### src/pes_pkg.sv
`default_nettype none

package pes_pkg;

  localparam int PERIOD_W  = 16;
  localparam int DUE_W     = 32;
  localparam int INDEX_W   = 4;
  localparam int COUNT_W   = 5;

  localparam logic [COUNT_W-1:0] COUNT_RESET = 5'd16;

  localparam logic OP_LOAD = 1'b0;
  localparam logic OP_STEP = 1'b1;

  typedef struct packed {
    logic                opcode;
    logic [INDEX_W-1:0]  entry_index;
    logic [PERIOD_W-1:0] period;
  } pes_in_t;

  typedef struct packed {
    logic [DUE_W-1:0]   due_time;
    logic [INDEX_W-1:0] chosen_index;
    logic               saturated;
  } pes_out_t;

  // Write strobes broadcast along the row of cells.
  typedef struct packed {
    logic due_we;
    logic per_we;
  } pes_wr_t;

endpackage

`default_nettype wire

### src/pes_cell.sv
`default_nettype none

module pes_cell #(
  parameter int CELL_IDX   = 0,
  parameter int IDX_W      = 4,
  parameter int WI         = 4,
  parameter int TIME_WIDTH = 32
) (
  input  wire logic                          clk,
  input  wire logic                          rst_n,
  input  wire logic                          act,
  input  wire pes_pkg::pes_wr_t              wr,
  input  wire logic [WI-1:0]                 wr_idx,
  input  wire logic [TIME_WIDTH-1:0]         wr_due,
  input  wire logic [pes_pkg::PERIOD_W-1:0]  wr_per,
  input  wire logic                          tok_vld_in,
  input  wire logic                          tok_has_in,
  input  wire logic [TIME_WIDTH-1:0]         tok_due_in,
  input  wire logic [pes_pkg::PERIOD_W-1:0]  tok_per_in,
  input  wire logic [IDX_W-1:0]              tok_idx_in,
  output logic                               tok_vld_r,
  output logic                               tok_has_r,
  output logic [TIME_WIDTH-1:0]              tok_due_r,
  output logic [pes_pkg::PERIOD_W-1:0]       tok_per_r,
  output logic [IDX_W-1:0]                   tok_idx_r
);

  logic [pes_pkg::PERIOD_W-1:0] per_r;
  logic [TIME_WIDTH-1:0]        due_r;
  logic                         hit;
  logic                         take;

  assign hit  = (wr_idx == WI'(CELL_IDX));
  // Strict less-than keeps the earlier index on a tie, since the beat
  // travels from low to high index.
  assign take = tok_vld_in && act && (!tok_has_in || (due_r < tok_due_in));

  always_ff @(posedge clk) begin
    if (wr.due_we && hit) begin
      due_r <= wr_due;
    end
    if (wr.per_we && hit) begin
      per_r <= wr_per;
    end
  end

  always_ff @(posedge clk) begin
    if (!rst_n) begin
      tok_vld_r <= 1'b0;
    end else begin
      tok_vld_r <= tok_vld_in;
    end
  end

  always_ff @(posedge clk) begin
    tok_has_r <= tok_has_in || take;
    if (take) begin
      tok_due_r <= due_r;
      tok_per_r <= per_r;
      tok_idx_r <= IDX_W'(CELL_IDX);
    end else begin
      tok_due_r <= tok_due_in;
      tok_per_r <= tok_per_in;
      tok_idx_r <= tok_idx_in;
    end
  end

endmodule

`default_nettype wire

### src/periodic_event_scheduler.sv
// Load beats write one entry and produce no result.
// A step beat walks the row of cells, one cell per cycle, into the finish
// stage, and is retired into the output register once the output can take it;
// the block takes no new beat until that step has retired.
// Reset is synchronous, active low: it clears handshake state and sets
// active_count to 16. Period and due values are undefined until loaded.
`default_nettype none

module periodic_event_scheduler #(
  parameter int MAX_ENTRIES = 16,
  parameter int TIME_WIDTH  = 32
) (
  input  wire logic                            clk,
  input  wire logic                            rst_n,
  input  wire logic                            in_valid,
  output logic                                 in_ready,
  input  wire pes_pkg::pes_in_t                in_data,
  output logic                                 out_valid,
  input  wire logic                            out_ready,
  output pes_pkg::pes_out_t                    out_data,
  input  wire logic                            cfg_we,
  input  wire logic [pes_pkg::COUNT_W-1:0]     cfg_wdata
);

  localparam int IDX_W = (MAX_ENTRIES > 1) ? $clog2(MAX_ENTRIES) : 1;
  localparam int WI    = (IDX_W > pes_pkg::INDEX_W) ? IDX_W : pes_pkg::INDEX_W;

  logic [pes_pkg::COUNT_W-1:0]  cnt_r;
  logic                         busy_r;
  logic                         out_valid_r;
  pes_pkg::pes_out_t            out_data_r;

  logic                         fin_valid_r;
  logic [TIME_WIDTH-1:0]        fin_due_r;
  logic [pes_pkg::PERIOD_W-1:0] fin_per_r;
  logic [IDX_W-1:0]             fin_idx_r;

  logic                         in_acc;
  logic                         ld;
  logic                         start;
  logic                         retire;
  logic [TIME_WIDTH:0]          sum;
  logic                         sat;
  logic [TIME_WIDTH-1:0]        next_due;

  pes_pkg::pes_wr_t             wr;
  logic [WI-1:0]                wr_idx;
  logic [TIME_WIDTH-1:0]        wr_due;

  logic                         tok_vld [MAX_ENTRIES];
  logic                         tok_has [MAX_ENTRIES];
  logic [TIME_WIDTH-1:0]        tok_due [MAX_ENTRIES];
  logic [pes_pkg::PERIOD_W-1:0] tok_per [MAX_ENTRIES];
  logic [IDX_W-1:0]             tok_idx [MAX_ENTRIES];
  logic [MAX_ENTRIES-1:0]       tok_vld_vec;

  assign in_ready  = !busy_r;
  assign out_valid = out_valid_r;
  assign out_data  = out_data_r;

  assign in_acc = in_valid && in_ready;
  assign ld     = in_acc && (in_data.opcode == pes_pkg::OP_LOAD);
  // With no active entries a step is consumed without a result.
  assign start  = in_acc && (in_data.opcode == pes_pkg::OP_STEP) && (cnt_r != '0);
  assign retire = fin_valid_r && (!out_valid_r || out_ready);

  assign sum      = {1'b0, fin_due_r} + (TIME_WIDTH+1)'(fin_per_r);
  assign sat      = sum[TIME_WIDTH];
  assign next_due = sat ? '1 : sum[TIME_WIDTH-1:0];

  always_comb begin
    wr.due_we = ld || retire;
    wr.per_we = ld;
    if (ld) begin
      wr_idx = WI'(in_data.entry_index);
      wr_due = TIME_WIDTH'(in_data.period);
    end else begin
      wr_idx = WI'(fin_idx_r);
      wr_due = next_due;
    end
  end

  genvar gi;
  generate
    for (gi = 0; gi < MAX_ENTRIES; gi++) begin : g_cell
      logic                         vld_in;
      logic                         has_in;
      logic [TIME_WIDTH-1:0]        due_in;
      logic [pes_pkg::PERIOD_W-1:0] per_in;
      logic [IDX_W-1:0]             idx_in;
      logic                         act;

      if (gi == 0) begin : g_head
        assign vld_in = start;
        assign has_in = 1'b0;
        assign due_in = '0;
        assign per_in = '0;
        assign idx_in = '0;
      end else begin : g_link
        assign vld_in = tok_vld[gi-1];
        assign has_in = tok_has[gi-1];
        assign due_in = tok_due[gi-1];
        assign per_in = tok_per[gi-1];
        assign idx_in = tok_idx[gi-1];
      end

      // Counts above the row length cover every cell.
      assign act = (32'(cnt_r) > 32'(gi));
      assign tok_vld_vec[gi] = tok_vld[gi];

      pes_cell #(
        .CELL_IDX   (gi),
        .IDX_W      (IDX_W),
        .WI         (WI),
        .TIME_WIDTH (TIME_WIDTH)
      ) u_cell (
        .clk        (clk),
        .rst_n      (rst_n),
        .act        (act),
        .wr         (wr),
        .wr_idx     (wr_idx),
        .wr_due     (wr_due),
        .wr_per     (in_data.period),
        .tok_vld_in (vld_in),
        .tok_has_in (has_in),
        .tok_due_in (due_in),
        .tok_per_in (per_in),
        .tok_idx_in (idx_in),
        .tok_vld_r  (tok_vld[gi]),
        .tok_has_r  (tok_has[gi]),
        .tok_due_r  (tok_due[gi]),
        .tok_per_r  (tok_per[gi]),
        .tok_idx_r  (tok_idx[gi])
      );
    end
  endgenerate

  always_ff @(posedge clk) begin
    if (!rst_n) begin
      cnt_r       <= pes_pkg::COUNT_RESET;
      busy_r      <= 1'b0;
      fin_valid_r <= 1'b0;
      out_valid_r <= 1'b0;
    end else begin
      if (cfg_we) begin
        cnt_r <= cfg_wdata;
      end
      if (start) begin
        busy_r <= 1'b1;
      end else if (retire) begin
        busy_r <= 1'b0;
      end
      if (tok_vld[MAX_ENTRIES-1]) begin
        fin_valid_r <= 1'b1;
      end else if (retire) begin
        fin_valid_r <= 1'b0;
      end
      if (retire) begin
        out_valid_r <= 1'b1;
      end else if (out_ready) begin
        out_valid_r <= 1'b0;
      end
    end
  end

  always_ff @(posedge clk) begin
    if (tok_vld[MAX_ENTRIES-1]) begin
      fin_due_r <= tok_due[MAX_ENTRIES-1];
      fin_per_r <= tok_per[MAX_ENTRIES-1];
      fin_idx_r <= tok_idx[MAX_ENTRIES-1];
    end
    if (retire) begin
      out_data_r.due_time     <= pes_pkg::DUE_W'(fin_due_r);
      out_data_r.chosen_index <= pes_pkg::INDEX_W'(fin_idx_r);
      out_data_r.saturated    <= sat;
    end
  end

  // Only one step is ever in flight along the row or in the finish stage.
  a_one_in_flight: assert property (@(posedge clk) disable iff (!rst_n)
    $onehot0({tok_vld_vec, fin_valid_r}))
    else $error("more than one step beat in flight");

  // A beat leaving the last cell always carries a chosen entry.
  a_tail_has_pick: assert property (@(posedge clk) disable iff (!rst_n)
    tok_vld[MAX_ENTRIES-1] |-> tok_has[MAX_ENTRIES-1])
    else $error("step reached the end of the row without a candidate");

  // The finish stage only holds a step while the input side is blocked.
  a_fin_busy: assert property (@(posedge clk) disable iff (!rst_n)
    fin_valid_r |-> busy_r)
    else $error("finish stage valid while not busy");

  // A step that is started leaves the block busy until it retires.
  a_start_busy: assert property (@(posedge clk) disable iff (!rst_n)
    start |=> (busy_r && !in_ready))
    else $error("step accepted but block not busy");

endmodule

`default_nettype wire

### config.mk
export PLATFORM = sky130hd
export DESIGN_NAME = periodic_event_scheduler
export DESIGN_NICKNAME = d
export VERILOG_FILES = /design/src/pes_pkg.sv /design/src/pes_cell.sv /design/src/periodic_event_scheduler.sv
export SDC_FILE = /design/constraint.sdc
export NUM_CORES = 2
export LEC_CHECK = 0
export BUFFER_PORTS_ARGS = -buffer_cell sky130_fd_sc_hd__buf_2
export CELL_PAD_IN_SITES_DETAIL_PLACEMENT = 2
export CELL_PAD_IN_SITES_GLOBAL_PLACEMENT = 2
export CORE_MARGIN = 10
export CORE_UTILIZATION = 42
export CTS_BUF_LIST = sky130_fd_sc_hd__clkbuf_8 sky130_fd_sc_hd__clkbuf_16
export DETAILED_ROUTE_END_ITERATION = 7
export PLACE_DENSITY_LB_ADDON = 0.05
export SETUP_SLACK_MARGIN = 0.1
export SYNTH_ARGS = -nofsm -noshare
export SYNTH_HDL_FRONTEND = slang
export SYNTH_SLANG_ARGS = --single-unit
### constraint.sdc
create_clock -name clk -period 3.85 [get_ports clk]
set_input_delay 0.1925 -clock clk [delete_from_list [all_inputs] [get_ports clk]]
set_output_delay 0.1925 -clock clk [all_outputs]
set_load 0.01 [all_outputs]
==> impl_metrics.py <==
metrics = {
    "global_route": {
        "antenna_found_initial": 9,
        "grt_usage_pct": 20.6,
        "overflow": 0,
        "grt_max_degree": 53,
        "first_global_vias": 42380,
        "grt_pass1_wl_microns": 271000,
    },
    "worst_setup_path": {
        "r2r-start": "fin_due_r[1]",
        "cp_top_family": "compound AO/OA/AOI/OAI gates",
        "path_cells": "ha_1, a211o_1, a211oi_1, nor4b_1, nor4_1, buf_4, nor2b_1, buf_12, a311oi_4",
        "path_max_fanout": 16,
        "worst_path_largest_cell_delay_ps": 820,
        "cp.arrival_ps": 3990,
        "reg2reg_depth": 9,
        "cp-start-kind": "flip-flop",
        "crit_slowest_cell": "a311oi_4",
        "end_kind": "flip-flop",
        "path_buf_inv": 2,
        "reg2reg_slack_ps": 320,
        "crit_required_ps": 4310,
        "timing.rr.end": "g_cell[4].u_cell.due_r[29]",
        "critPathKind": "reg2reg",
    },
    "clock_tree": {
        "ctsHoldBuffers": 35,
        "cts_inserted_buffers": 182,
        "cts.sinks": 1713,
        "clockBufferDepth": 3,
        "root_buffer": "clkbuf_16",
        "cts_resized": 0,
        "htreeDepth": 4,
        "clk_pin_slew_ps": 60,
        "cts_tree": "built",
        "clk_latency_ps": 840,
        "cts_setup_buffers": 0,
    },
    "sta": {
        "max-slew-margin-rel_pct": 18.3,
        "hold_violations": 0,
        "skew_ps": 48.6,
        "fin_ws_ps": 316,
        "finalCritPeriodShare_pct": 91.8,
        "grt_setup_unrepaired": "no",
        "setup_viol": 0,
        "tightest_slew_ps": 1230,
        "max_freq_mhz": 283,
        "finalWorstPathRequiredPeriod_ps": 3530,
        "slew_viol_final": 0,
        "tns_ps": 0,
    },
    "floorplan": {
        "start_util_pct": 42.3,
        "die_w_microns": 417,
        "fp.dieH_microns": 417,
        "die_area_sq_um": 174000,
        "core-area_sq_um": 156000,
        "row_count": 145,
        "ios": 70,
    },
    "yosys": {
        "yosys_warnings": 0,
        "yosysSeqAreaShare_pct": 64.8,
        "synth_edf_count": 857,
        "synthCells": 4656,
        "yosys_most_used_dff": "edfxtp_1",
        "avgSynthCellArea_sq_um": 14.2,
        "ys_ff_latch": 1713,
        "syn-num-nets": 5169,
        "synth_area_sq_um": 66100,
        "synth_cell_types": 74,
        "synthArstFlopShare_pct": 0,
    },
    "placed_design": {
        "numPortBuffers": 69,
        "place_area_sq_um": 70200,
        "dp_hpwl_microns": 124000,
        "pre_cts_ws_ps": 402,
        "gp_congestion": 0.785,
    },
    "pwr": {
        "power.ir.vdd_worst_uv": 474,
        "leakage_nw": 30.0,
        "power_per_cell_area_nw_per_um2": 528,
    },
    "layout": {
        "multi_input_area_sq_um": 21400,
        "finalNetCount": 5464,
        "area_growth_pct": 15.9,
        "drive_above_1_share_pct": 23.0,
        "nFillCells": 14600,
        "register_area_sq_um": 42900,
        "postLayoutCellArea_sq_um": 76700,
    },
    "drt": {
        "dr.pass1.iters": 5,
        "viasPerCell": 5.20,
        "drtIter0Drc": 1810,
        "dr_total_vias": 37327,
        "drt-wirelength-per-cell_microns": 25.0,
        "ant_nets": 0,
        "drc": 0,
        "wirelength_microns": 179000,
    },
    "hold_path": {
        "holdPathStages": 4,
        "min_to": "g_cell[9].u_cell.per_r[0]",
        "hold_path.class": "in2reg",
        "holdCritStartpoint": "in_data[18]",
    },
    "job": {
        "cap_violations": 0,
    },
    "outcome": {
        "outcome": "complete, no violations",
    },
}
[logic make-up (layout without fill, tap and decap cells)]
kind of cell | Yosys count | in the layout | synth area share [%]
flip-flops | 1713 | 1713 | 64.8
adder cells (fa/ha/maj) | 482 | 482 | 9.13
multiplexers | 679 | 679 | 11.6
other | 0 | 3 | 0
XOR/XNOR | 15 | 15 | 0.199
AO/OA/AOI/OAI | 606 | 606 | 6.10
buffers and inverters | 611 | 1067 | 3.64
AND/OR/NAND/NOR | 550 | 550 | 4.51
[worst max path at each step]
| stage | start | cells after the start | end |
|---|---|---|---|
| floorplan | out_valid | 6 | g_cell[3].u_cell.due_r[0] |
| global placement | fin_due_r[1] | 9 | g_cell[8].u_cell.due_r[29] |
| detailed placement | fin_due_r[1] | 9 | g_cell[4].u_cell.due_r[29] |
| CTS | fin_due_r[1] | 9 | g_cell[4].u_cell.due_r[29] |
| global route | fin_due_r[1] | 9 | g_cell[4].u_cell.due_r[29] |
| finish | fin_due_r[1] | 9 | g_cell[4].u_cell.due_r[29] |
[sequential cells by signal, indices dropped and copies added, names as in the netlist, 32 cells and up]
register,cells
out_data,37
fin_due_r,32
g_cell.u_cell.per_r,256
g_cell.u_cell.tok_due_r,512
g_cell.u_cell.due_r,512
g_cell.u_cell.tok_per_r,256
g_cell.u_cell.tok_idx_r,49
[Yosys cell counts, drive strengths merged, types with 62 or more instances]
cell / instances / area, sq um
mux2: 672 / 7600
nand2: 98 / 368
inv: 502 / 1880
o21ai: 113 / 566
and2: 81 / 507
clkbuf: 62 / 233
a21o: 102 / 766
nor2b: 71 / 444
ha: 481 / 6020
edfxtp: 857 / 25700
dfxtp: 856 / 17100
nor2: 83 / 312
a21oi: 198 / 995
nand4: 79 / 494
[layout by cell type (no fill, tap or decap), types with 21 or more instances in the layout]
master and n:
a221o_1 51, nand2b_1 44, clkbuf_16 184, buf_12 22
dlygate4sd3_1 35, o21ai_0 102, buf_2 69, nand2_1 98
a211oi_1 29, nor2b_1 70, buf_4 94, nor2_1 65
a21oi_1 188, and2_1 79, mux2_1 36, mux2_2 627
a21o_1 102, edfxtp_1 857, clkinv_2 38, inv_1 551
clkbuf_8 27, ha_1 481, dfxtp_1 855, clkinv_1 21
nand4_1 79
[final cells by class]
type                            instances  share of cell area [%]
Multi-Input combinational cell       2332                    27.9
Tap cell                             2058                    3.36
Antenna cell                            3                 0.00979
Timing Repair Buffer                  220                    2.40
Clock buffer                          211                    6.49
Sequential cell                      1713                    55.9
Inverter                              502                    2.46
Clock inverter                        134                    1.49
[metal layers]
layer | wire length [microns] | vias to the layer above | track usage (%)
li1 | - | 17375 | -
met1 | 74900 | 19221 | 24.7
met2 | 95000 | 485 | 38.4
met3 | 4860 | 244 | 2.67
met4 | 4340 | 2 | 5.45
met5 | 13 | - | 0
[where the power goes]
group | switching (mW) | internal (mW) | total [mW]
Combinational | 1.32 | 1.13 | 2.45
Clock | 7.61 | 9.98 | 17.6
Sequential | 0.449 | 20.0 | 20.4
Total | 9.38 | 31.1 | 40.5
[metrics by stage]
stage | power (mW) | hold WS [ps] | instances | util (%)
final | 40.5 | 121 | 7173 | 49.0
after CTS | 41.0 | 59.8 | 7170 | 49.0
after global routing | 42.2 | 111 | 7170 | 49.0
after floorplan | 22.2 | 291 | 4656 | -
after detailed placement | 23.3 | 391 | 6790 | 44.9
after global placement | 23.1 | 387 | 6790 | 44.9
[tightest hold or removal path, delay by kind of cell]
| kind | cells | cell delay, ps |
|---|---|---|
| buffers and inverters | 1 | 150 |
| and+or+nand+nor | 3 | 410 |
Note: power is estimated with default switching activity, not from simulation.
